## config.mk

```make
export PLATFORM = sky130hd
export DESIGN_NAME = lazy_irq_replay_prioritizer
export DESIGN_NICKNAME = d
export VERILOG_FILES = /design/src/sv/lirp_pkg.sv /design/src/sv/lirp_core.sv /design/src/sv/lazy_irq_replay_prioritizer.sv
export SDC_FILE = /design/constraint.sdc
export NUM_CORES = 1
export LEC_CHECK = 0
export ABC_AREA = 1
export BUFFER_PORTS_ARGS = -buffer_cell sky130_fd_sc_hd__buf_4
export CAP_MARGIN = 10
export CORE_MARGIN = 8
export CORE_UTILIZATION = 50
export CTS_BUF_LIST = sky130_fd_sc_hd__clkbuf_2 sky130_fd_sc_hd__clkbuf_4 sky130_fd_sc_hd__clkbuf_8
export DETAILED_ROUTE_END_ITERATION = 16
export PLACE_DENSITY_LB_ADDON = 0.1
export SLEW_MARGIN = 20
export SYNTH_ARGS = -nofsm -noshare
export SYNTH_HDL_FRONTEND = slang
export SYNTH_HIERARCHICAL = 1
export SYNTH_SLANG_ARGS = --single-unit
```

## constraint.sdc

```tcl
create_clock -name clk -period 4.2 [get_ports clk]
set_clock_uncertainty 0.1 [all_clocks]
set_input_delay 0.42 -clock clk [delete_from_list [all_inputs] [get_ports clk]]
set_output_delay 0.42 -clock clk [all_outputs]
set_load 0.05 [all_outputs]
```

## src/sv/lirp_pkg.sv

```systemverilog
// Shared types, codes and constants for the lazy interrupt replay prioritizer.
package lirp_pkg;

  // Latch bit positions
  localparam int unsigned BitHarddis = 0;
  localparam int unsigned BitDec     = 1;
  localparam int unsigned BitEe      = 2;
  localparam int unsigned BitDbell   = 3;
  localparam int unsigned BitPmi     = 4;
  localparam int unsigned BitHmi     = 5;
  localparam int unsigned BitEeedge  = 6;

  localparam int unsigned LatchW  = 7;
  localparam int unsigned VectorW = 12;
  localparam int unsigned TimeW   = 64;
  localparam int unsigned InDataW  = 144;
  localparam int unsigned OutDataW = 24;

  // Replay vectors
  localparam logic [VectorW-1:0] VecHmi      = 12'he60;
  localparam logic [VectorW-1:0] VecDec      = 12'h900;
  localparam logic [VectorW-1:0] VecPmi      = 12'hf00;
  localparam logic [VectorW-1:0] VecEe       = 12'h500;
  localparam logic [VectorW-1:0] VecDbellB3e = 12'h280;
  localparam logic [VectorW-1:0] VecDbell    = 12'ha00;
  localparam logic [VectorW-1:0] VecNone     = 12'h000;

  // Wake reason codes
  localparam logic [3:0] ReasonDbellA = 4'd3;
  localparam logic [3:0] ReasonSreset = 4'd4;
  localparam logic [3:0] ReasonDbellB = 4'd5;
  localparam logic [3:0] ReasonDec    = 4'd6;
  localparam logic [3:0] ReasonEeA    = 4'd8;
  localparam logic [3:0] ReasonEeB    = 4'd9;
  localparam logic [3:0] ReasonHmi    = 4'd10;

  typedef enum logic [2:0] {
    ACT_RAISE   = 3'd0,
    ACT_WAKE    = 3'd1,
    ACT_REPLAY  = 3'd2,
    ACT_IDLE    = 3'd3,
    ACT_HARDDIS = 3'd4
  } action_t;

  typedef struct packed {
    logic [2:0]        action;
    logic [LatchW-1:0] event_bits;
    logic [3:0]        wake_reason;
    logic [TimeW-1:0]  time_now;
    logic [TimeW-1:0]  time_deadline;
  } item_t;

  typedef struct packed {
    logic [VectorW-1:0] vector;
    logic               system_reset;
    logic               idle_ok;
    logic [LatchW-1:0]  pending_after;
    logic               leftover_error;
  } result_t;

  // Map a wake reason to the latch bits it raises
  function automatic logic [LatchW-1:0] wake_bits(input logic [3:0] reason);
    logic [LatchW-1:0] bits;
    bits = '0;
    case (reason)
      ReasonDbellA, ReasonDbellB: bits[BitDbell] = 1'b1;
      ReasonDec:                  bits[BitDec]   = 1'b1;
      ReasonEeA, ReasonEeB:       bits[BitEe]    = 1'b1;
      ReasonHmi:                  bits[BitHmi]   = 1'b1;
      default:                    bits = '0;
    endcase
    return bits;
  endfunction

endpackage

```

## src/sv/lirp_core.sv

```systemverilog
// Pending latch, mode register and the per-transaction action logic.
module lirp_core (
  input  logic             clk,
  input  logic             rst_n,
  input  logic             cfg_wr_en,
  input  logic             cfg_wr_data,
  input  logic             step,
  input  lirp_pkg::item_t  item,
  output lirp_pkg::result_t result
);
  import lirp_pkg::*;

  logic [LatchW-1:0] latch_r, latch_nxt;
  logic              book3e_r;
  logic [LatchW-1:0] rep;
  logic [LatchW-1:0] rep_cleared;
  logic [VectorW-1:0] vec;
  logic              hit;
  logic              sreset;
  logic              idle;
  logic              err;
  logic              deadline_hit;

  // Decrementer deadline passed
  assign deadline_hit = (item.time_now >= item.time_deadline);

  // Replay: resolve hard-disable, then pick the highest-priority bit
  always_comb begin
    rep = latch_r;
    if (latch_r[BitHarddis]) begin
      rep[BitHarddis] = 1'b0;
      if (!latch_r[BitDec] && deadline_hit) begin
        rep[BitDec] = 1'b1;
      end
    end
    rep_cleared = rep;
    hit = 1'b1;
    vec = VecNone;
    if (rep[BitHmi]) begin
      vec = VecHmi;
      rep_cleared[BitHmi] = 1'b0;
    end else if (rep[BitDec]) begin
      vec = VecDec;
      rep_cleared[BitDec] = 1'b0;
    end else if (rep[BitPmi]) begin
      vec = VecPmi;
      rep_cleared[BitPmi] = 1'b0;
    end else if (rep[BitEe]) begin
      vec = VecEe;
      rep_cleared[BitEe] = 1'b0;
    end else if (book3e_r && rep[BitEeedge]) begin
      vec = VecEe;
      rep_cleared[BitEeedge] = 1'b0;
    end else if (rep[BitDbell]) begin
      vec = book3e_r ? VecDbellB3e : VecDbell;
      rep_cleared[BitDbell] = 1'b0;
    end else begin
      hit = 1'b0;
    end
  end

  // Action decode
  always_comb begin
    latch_nxt = latch_r;
    sreset    = 1'b0;
    idle      = 1'b0;
    err       = 1'b0;
    result.vector = VecNone;
    case (action_t'(item.action))
      ACT_RAISE: begin
        latch_nxt = latch_r | item.event_bits;
      end
      ACT_WAKE: begin
        if (item.wake_reason == ReasonSreset) begin
          sreset = 1'b1;
        end else begin
          latch_nxt = latch_r | wake_bits(item.wake_reason);
        end
      end
      ACT_REPLAY: begin
        latch_nxt = rep_cleared;
        result.vector = vec;
        err = !hit && (rep != '0);
      end
      ACT_IDLE: begin
        if ((latch_r & ~(LatchW'(1) << BitHarddis)) == '0) begin
          latch_nxt = '0;
          idle = 1'b1;
        end else begin
          latch_nxt = latch_r | (LatchW'(1) << BitHarddis);
        end
      end
      ACT_HARDDIS: begin
        latch_nxt = latch_r | (LatchW'(1) << BitHarddis);
      end
      default: begin
        latch_nxt = latch_r;
      end
    endcase
    result.system_reset   = sreset;
    result.idle_ok        = idle;
    result.pending_after  = latch_nxt;
    result.leftover_error = err;
  end

  // Hold latch and mode
  always_ff @(posedge clk) begin
    if (!rst_n) begin
      latch_r  <= '0;
      book3e_r <= 1'b0;
    end else begin
      if (step) begin
        latch_r <= latch_nxt;
      end
      if (cfg_wr_en) begin
        book3e_r <= cfg_wr_data;
      end
    end
  end

endmodule

```

## src/sv/lazy_irq_replay_prioritizer.sv

```systemverilog
// Top level: input register, action logic and result register.
//
// Each transaction performs one action on a 7-bit pending-interrupt latch and
// returns one result. The block takes one transaction per clock cycle unless
// the result side stalls; each is held in the input register, then the action
// logic (latch update, priority pick and the 64-bit deadline compare) settles
// into the result register. Both stages stall together when the result is not
// taken; a new transaction is still accepted while a result waits, as long as
// the input register is free or moving. The user must write book3e_mode only
// (cfg_wr_en/cfg_wr_data) while the block is idle; the block does not check.
module lazy_irq_replay_prioritizer (
  input  logic        clk,
  input  logic        rst_n,
  input  logic        cfg_wr_en,
  input  logic        cfg_wr_data,   // book3e_mode
  input  logic        in_tvalid,
  output logic        in_tready,
  // action[2:0] event_bits[9:3] wake_reason[13:10] time_now[77:14]
  // time_deadline[141:78], zero fill [143:142]
  input  logic [143:0] in_tdata,
  output logic        out_tvalid,
  input  logic        out_tready,
  // vector[11:0] system_reset[12] idle_ok[13] pending_after[20:14]
  // leftover_error[21], zero fill [23:22]
  output logic [23:0] out_tdata
);
  import lirp_pkg::*;

  logic    s1_valid_r;
  item_t   s1_item_r;
  logic    out_valid_r;
  result_t out_res_r;
  result_t res;
  logic    advance;
  logic    step;
  item_t   in_item;

  // Unpack the input transaction
  assign in_item.action        = in_tdata[2:0];
  assign in_item.event_bits    = in_tdata[9:3];
  assign in_item.wake_reason   = in_tdata[13:10];
  assign in_item.time_now      = in_tdata[77:14];
  assign in_item.time_deadline = in_tdata[141:78];

  // Pipeline control
  assign advance   = !out_valid_r || out_tready;
  assign step      = s1_valid_r && advance;
  assign in_tready = !s1_valid_r || advance;

  lirp_core u_core (
    .clk         (clk),
    .rst_n       (rst_n),
    .cfg_wr_en   (cfg_wr_en),
    .cfg_wr_data (cfg_wr_data),
    .step        (step),
    .item        (s1_item_r),
    .result      (res)
  );

  // Advance input and result registers
  always_ff @(posedge clk) begin
    if (!rst_n) begin
      s1_valid_r  <= 1'b0;
      out_valid_r <= 1'b0;
    end else begin
      if (in_tready) begin
        s1_valid_r <= in_tvalid;
      end
      if (advance) begin
        out_valid_r <= s1_valid_r;
      end
    end
  end

  always_ff @(posedge clk) begin
    if (in_tready && in_tvalid) begin
      s1_item_r <= in_item;
    end
    if (step) begin
      out_res_r <= res;
    end
  end

  // Pack the result transaction
  assign out_tvalid = out_valid_r;
  assign out_tdata  = {2'b00, out_res_r.leftover_error, out_res_r.pending_after,
                       out_res_r.idle_ok, out_res_r.system_reset, out_res_r.vector};

endmodule

```

==> results <==
- The internal reg-to-reg setup slack is 1.84 ns.
- Per report_power, the clock group accounts for 34.6% of the total.
- In this run, synthesis inferred 164 flip-flops with an integrated enable.
- The initial utilization of the core area, before any placement, comes to 50.5%.
- Data on the critical path arrives at its endpoint at 2.45 ns.
- The global-route wire length before repair is 23700 µm.
- The async set-reset flop share out of synthesis is 0%.
- In this run the power spent charging and discharging nets is 0.835 mW.
- The combinational cell fraction of total power is 11.4%.
- The average wire length per cell after detail routing is 14.6 µm.
- STA classifies the critical path endpoint as a flip-flop.
- Port buffering added 171 buffers.
- In this run, distinct cell masters in the synthesized netlist total 31.
- After clock tree synthesis, the flow added hold-fix buffers numbering 0.
- The total of cells resized after clock tree synthesis is 0.
- The shortest period the worst path allows is 2.36 ns.
- The worst hold path class is primary input to flip-flop.
- The cell-internal power is 2.94 mW.
- The number of max-capacitance violations reported is 0.
- The power share of the sequential group is 54.0%.
- The average instance in the mapped netlist occupies 12.6 µm².
- The most area-hungry cell type in the Yosys netlist is sky130_fd_sc_hd__edfxtp_1.
- The filler cells instantiated in the layout total 1142.
- In this run the static leakage power is 4.30 nW.
- The final layout contains routed wiring with a total length of 14500 µm.
- Summed over all failing endpoints, the final setup total negative slack is 0 ns.
- The buffer levels on the longest clock path is 2.
- Setup repair after global routing left no endpoint under its margin.
- The count of endpoints failing setup in the final report is 0.
- IR analysis of the VDD net gives a maximum drop of 205 µV.
- Grouping stages by cell kind, the critical path spends the most delay in simple AND/OR/NAND/NOR gates.
- The detail route stage leaves a number of antenna-violating nets equal to 0.
- Post-CTS timing repair inserted 0 buffers for setup.
- Dividing the detail-routed via count by the number of cells gives 4.82.
- For this design, the slowest cell found on the critical path is sky130_fd_sc_hd__edfxtp_1.
- The global route total overflow is 0.
- The number of global-route vias before repair is 5039.
- The number of placed I/O pins is 176.
- The layer carrying the most global-route usage is met2.
- STA puts the critical path data required time at 4.29 ns.
- The number of warning messages in the yosys log is 6.
- The startpoint type of the worst setup path is a flip-flop.
- The top flip-flop cell by instance count after synthesis is sky130_fd_sc_hd__edfxtp_1.
- The H-tree was split into 4 levels.
- The critical path is of the flip-flop to flip-flop type.
- Dividing total power by cell area gives a power density of 395 nW/µm².
- The total track usage is 15.5%.
- The pre-antenna-repair detailed-routing pass consisted of 5 iterations.
- The wire-length estimate of the detail-placed layout is 11400 µm.
- The area enclosed by the die boundary is 19400 µm².
- The number of clock sinks seen by CTS is 174.
- The total buffers and inverters traversed by the critical path is 1.
- In this run the vertical extent of the chip is 139 µm.
- The number of remaining DRC errors is 0.
- Synthesis produced a netlist whose cell count is 604.
- By area the synthesized netlist is led by sky130_fd_sc_hd__edfxtp_1 (65%), sky130_fd_sc_hd__ha_1 (11%), sky130_fd_sc_hd__inv_1 (5.5%).
- After layout, the worst path uses 56.1% of the clock period.
- Traced cell by cell, the critical path runs through ha_1 -> a21oi_1 -> o21ai_0 -> nand2_1 -> nand2_1 -> nand3_1 -> nand2_1 -> nor2_1 -> nand2_2 -> nand2_4 -> nand4_2 -> nand2_1 -> nand2_1 -> nand2_1 -> inv_1.
- The most repeated library cell on the critical path is sky130_fd_sc_hd__nand2_1.
- The number of storage elements in the synthesis netlist is 174.
- Detailed routing inserted a total of 4790 vias.
- In the final design database the tool counted 1007 nets.
- For met1 alone, demand over resource in global routing was 18.6%.
- In this run the worst path has a maximum fanout of 4.
- The repair_antennas step left the layout with diodes totalling 0.
- Leaving out fill and tap cells, the most frequent cells in the layout are sky130_fd_sc_hd__buf_4 (177), sky130_fd_sc_hd__edfxtp_1 (164), sky130_fd_sc_hd__inv_1 (111), sky130_fd_sc_hd__nand2_1 (88), sky130_fd_sc_hd__ha_1 (64).
- Of the synthesized area, sequential elements account for 67.5%.
- The cell chosen for the clock root is sky130_fd_sc_hd__clkbuf_8.
- The count of final max-slew check failures was 0.
- The initialized floorplan defines 45 standard-cell rows.
- Once layout is complete, the utilization of the core stands at 63.5%.
- The share of the synthesized area in the top cell type is 64.9%.
- The largest stage delay on the critical path is 0.38 ns.
- The number of buffers inserted during clock tree synthesis is 17.
- For this run, global-route usage on met3 was measured as 5.27%.
- Leaving out fill and tap cells, the most frequent cell in the layout is sky130_fd_sc_hd__buf_4.
- The mapped netlist covers 7590 µm².
- Routability-driven placement finished with a final weighted congestion of 0.857.
- The worst pin sits at a relative slew slack of 47.8%.
- Of the total power, the share spent switching nets is 22.1%.
- Clock-pin slew was measured on the worst setup and hold paths at 0.08 ns.
- For this block, the initial DRC count from the detailed router was 236.
- The transition at the pin with the smallest max-transition slack is 0.781 ns.
- Timing would allow up to 0.425 GHz.
- The area growth from synthesis to layout is 25.9%.
- The multi-input combinational cells in the finished layout cover a total of 1980 µm².
- The total count of hold-check failures in the final report is 0.
- The initial antenna violation count is 0.
- The global-route track usage on met2 is 25.5%.
- The run finished with clean final reports.
- Entering global routing, the biggest net connects 41 pins.
- Cells with a size suffix above 1 make up 28.3% of the layout.
- The core region is 15000 µm².
- TritonCTS built the clock tree.
- The width of the die is 139 µm.
- The insertion delay of the later-clocked pin in the worst-skew pair is 0.44 ns.
- Summing all flip-flop and latch instances after layout gives 5120 µm².
==> path summary, 6_finish.rpt <==
check | cells past startpoint | to | startpoint
max reg2reg | 15 | out_tdata[17] | s1_item_r[115]
max | 15 | out_tdata[17] | s1_item_r[115]
min reg2reg | 2 | s1_valid_r | s1_valid_r
min | 1 | s1_item_r[60] | in_tdata[138]
==> flip-flops by register name, summed over array words and instances, names as in the netlist <==
register and cells:
out_tvalid 1, u_core/book3e_r 1, u_core/latch_r 7, s1_item_r 142, out_tdata 22, s1_valid_r 1
==> metrics by stage <==
stage | total power, mW | cell area [µm²] | std cells | setup slack [ns] | hold slack [ns]
final | 3.78 | 9550 | 994 | 1.84 | 0.0517
after detailed placement | 2.51 | 9090 | 962 | 1.67 | 0.401
after floorplan | 2.33 | 7610 | 609 | 0.294 | 0.361
after global routing | 3.95 | 9550 | 994 | 1.59 | 0.00664
after global placement | 2.50 | 9090 | 962 | 1.72 | 0.384
after CTS | 3.82 | 9550 | 994 | 1.84 | 0.00725
==> cells in the mapped netlist, types with 3 or more instances <==
| cell type | number |
|---|---|
| sky130_fd_sc_hd__a21oi_1 | 41 |
| sky130_fd_sc_hd__buf_4 | 11 |
| sky130_fd_sc_hd__nand2_2 | 5 |
| sky130_fd_sc_hd__nand3_1 | 9 |
| sky130_fd_sc_hd__dfxtp_1 | 10 |
| sky130_fd_sc_hd__inv_1 | 112 |
| sky130_fd_sc_hd__o21ai_0 | 20 |
| sky130_fd_sc_hd__edfxtp_1 | 164 |
| sky130_fd_sc_hd__o31ai_1 | 3 |
| sky130_fd_sc_hd__nand2_1 | 88 |
| sky130_fd_sc_hd__nor3_1 | 7 |
| sky130_fd_sc_hd__ha_1 | 64 |
| sky130_fd_sc_hd__nand4_1 | 10 |
| sky130_fd_sc_hd__a21oi_2 | 4 |
| sky130_fd_sc_hd__nor2_1 | 34 |
==> metal layers <==
layer,vias up,wire [µm]
met5,-,0
met4,0,170
met3,12,985
met2,158,7010
met1,2185,6380
li1,2435,-
==> worst reg2reg max path, cell delays in order (launching register included) <==
cell	delay [ns]
sky130_fd_sc_hd__edfxtp_1	0.38
sky130_fd_sc_hd__ha_1	0.33
sky130_fd_sc_hd__a21oi_1	0.15
sky130_fd_sc_hd__o21ai_0	0.12
sky130_fd_sc_hd__nand2_1	0.08
sky130_fd_sc_hd__nand2_1	0.07
sky130_fd_sc_hd__nand3_1	0.07
sky130_fd_sc_hd__nand2_1	0.05
sky130_fd_sc_hd__nor2_1	0.16
sky130_fd_sc_hd__nand2_2	0.11
sky130_fd_sc_hd__nand2_4	0.09
sky130_fd_sc_hd__nand4_2	0.11
sky130_fd_sc_hd__nand2_1	0.09
sky130_fd_sc_hd__nand2_1	0.05
sky130_fd_sc_hd__nand2_1	0.12
sky130_fd_sc_hd__inv_1	0.06
==> final cells by class <==
type,count,share of cell area [%]
Tap cell,188,2.46
Timing Repair Buffer,177,13.9
Inverter,112,4.44
Clock buffer,21,2.83
Sequential cell,174,53.6
Clock inverter,11,1.98
Multi-Input combinational cell,311,20.7
==> power by group through the flow <==
stage               logic, mW  registers, mW  clock network [mW]
floorplan               0.212           2.12                   0
global placement        0.417           2.08                   0
detailed placement      0.431           2.08                   0
CTS                     0.433           2.04                1.35
global route            0.484           2.05                1.41
finish                  0.429           2.04                1.31
==> kinds of logic (layout without fill, tap and decap cells) <==
logic type / count (synthesis) / after routing / share of synthesized area [%]
other: 2 / 7 / 0.0989
DFF: 174 / 174 / 67.5
and+or+nand+nor: 162 / 162 / 9.36
buffers and inverters: 124 / 321 / 6.68
adders and majority gates: 64 / 64 / 10.6
AOI/OAI and AO/OA: 78 / 78 / 5.79
(Power assumes the default switching activity.)
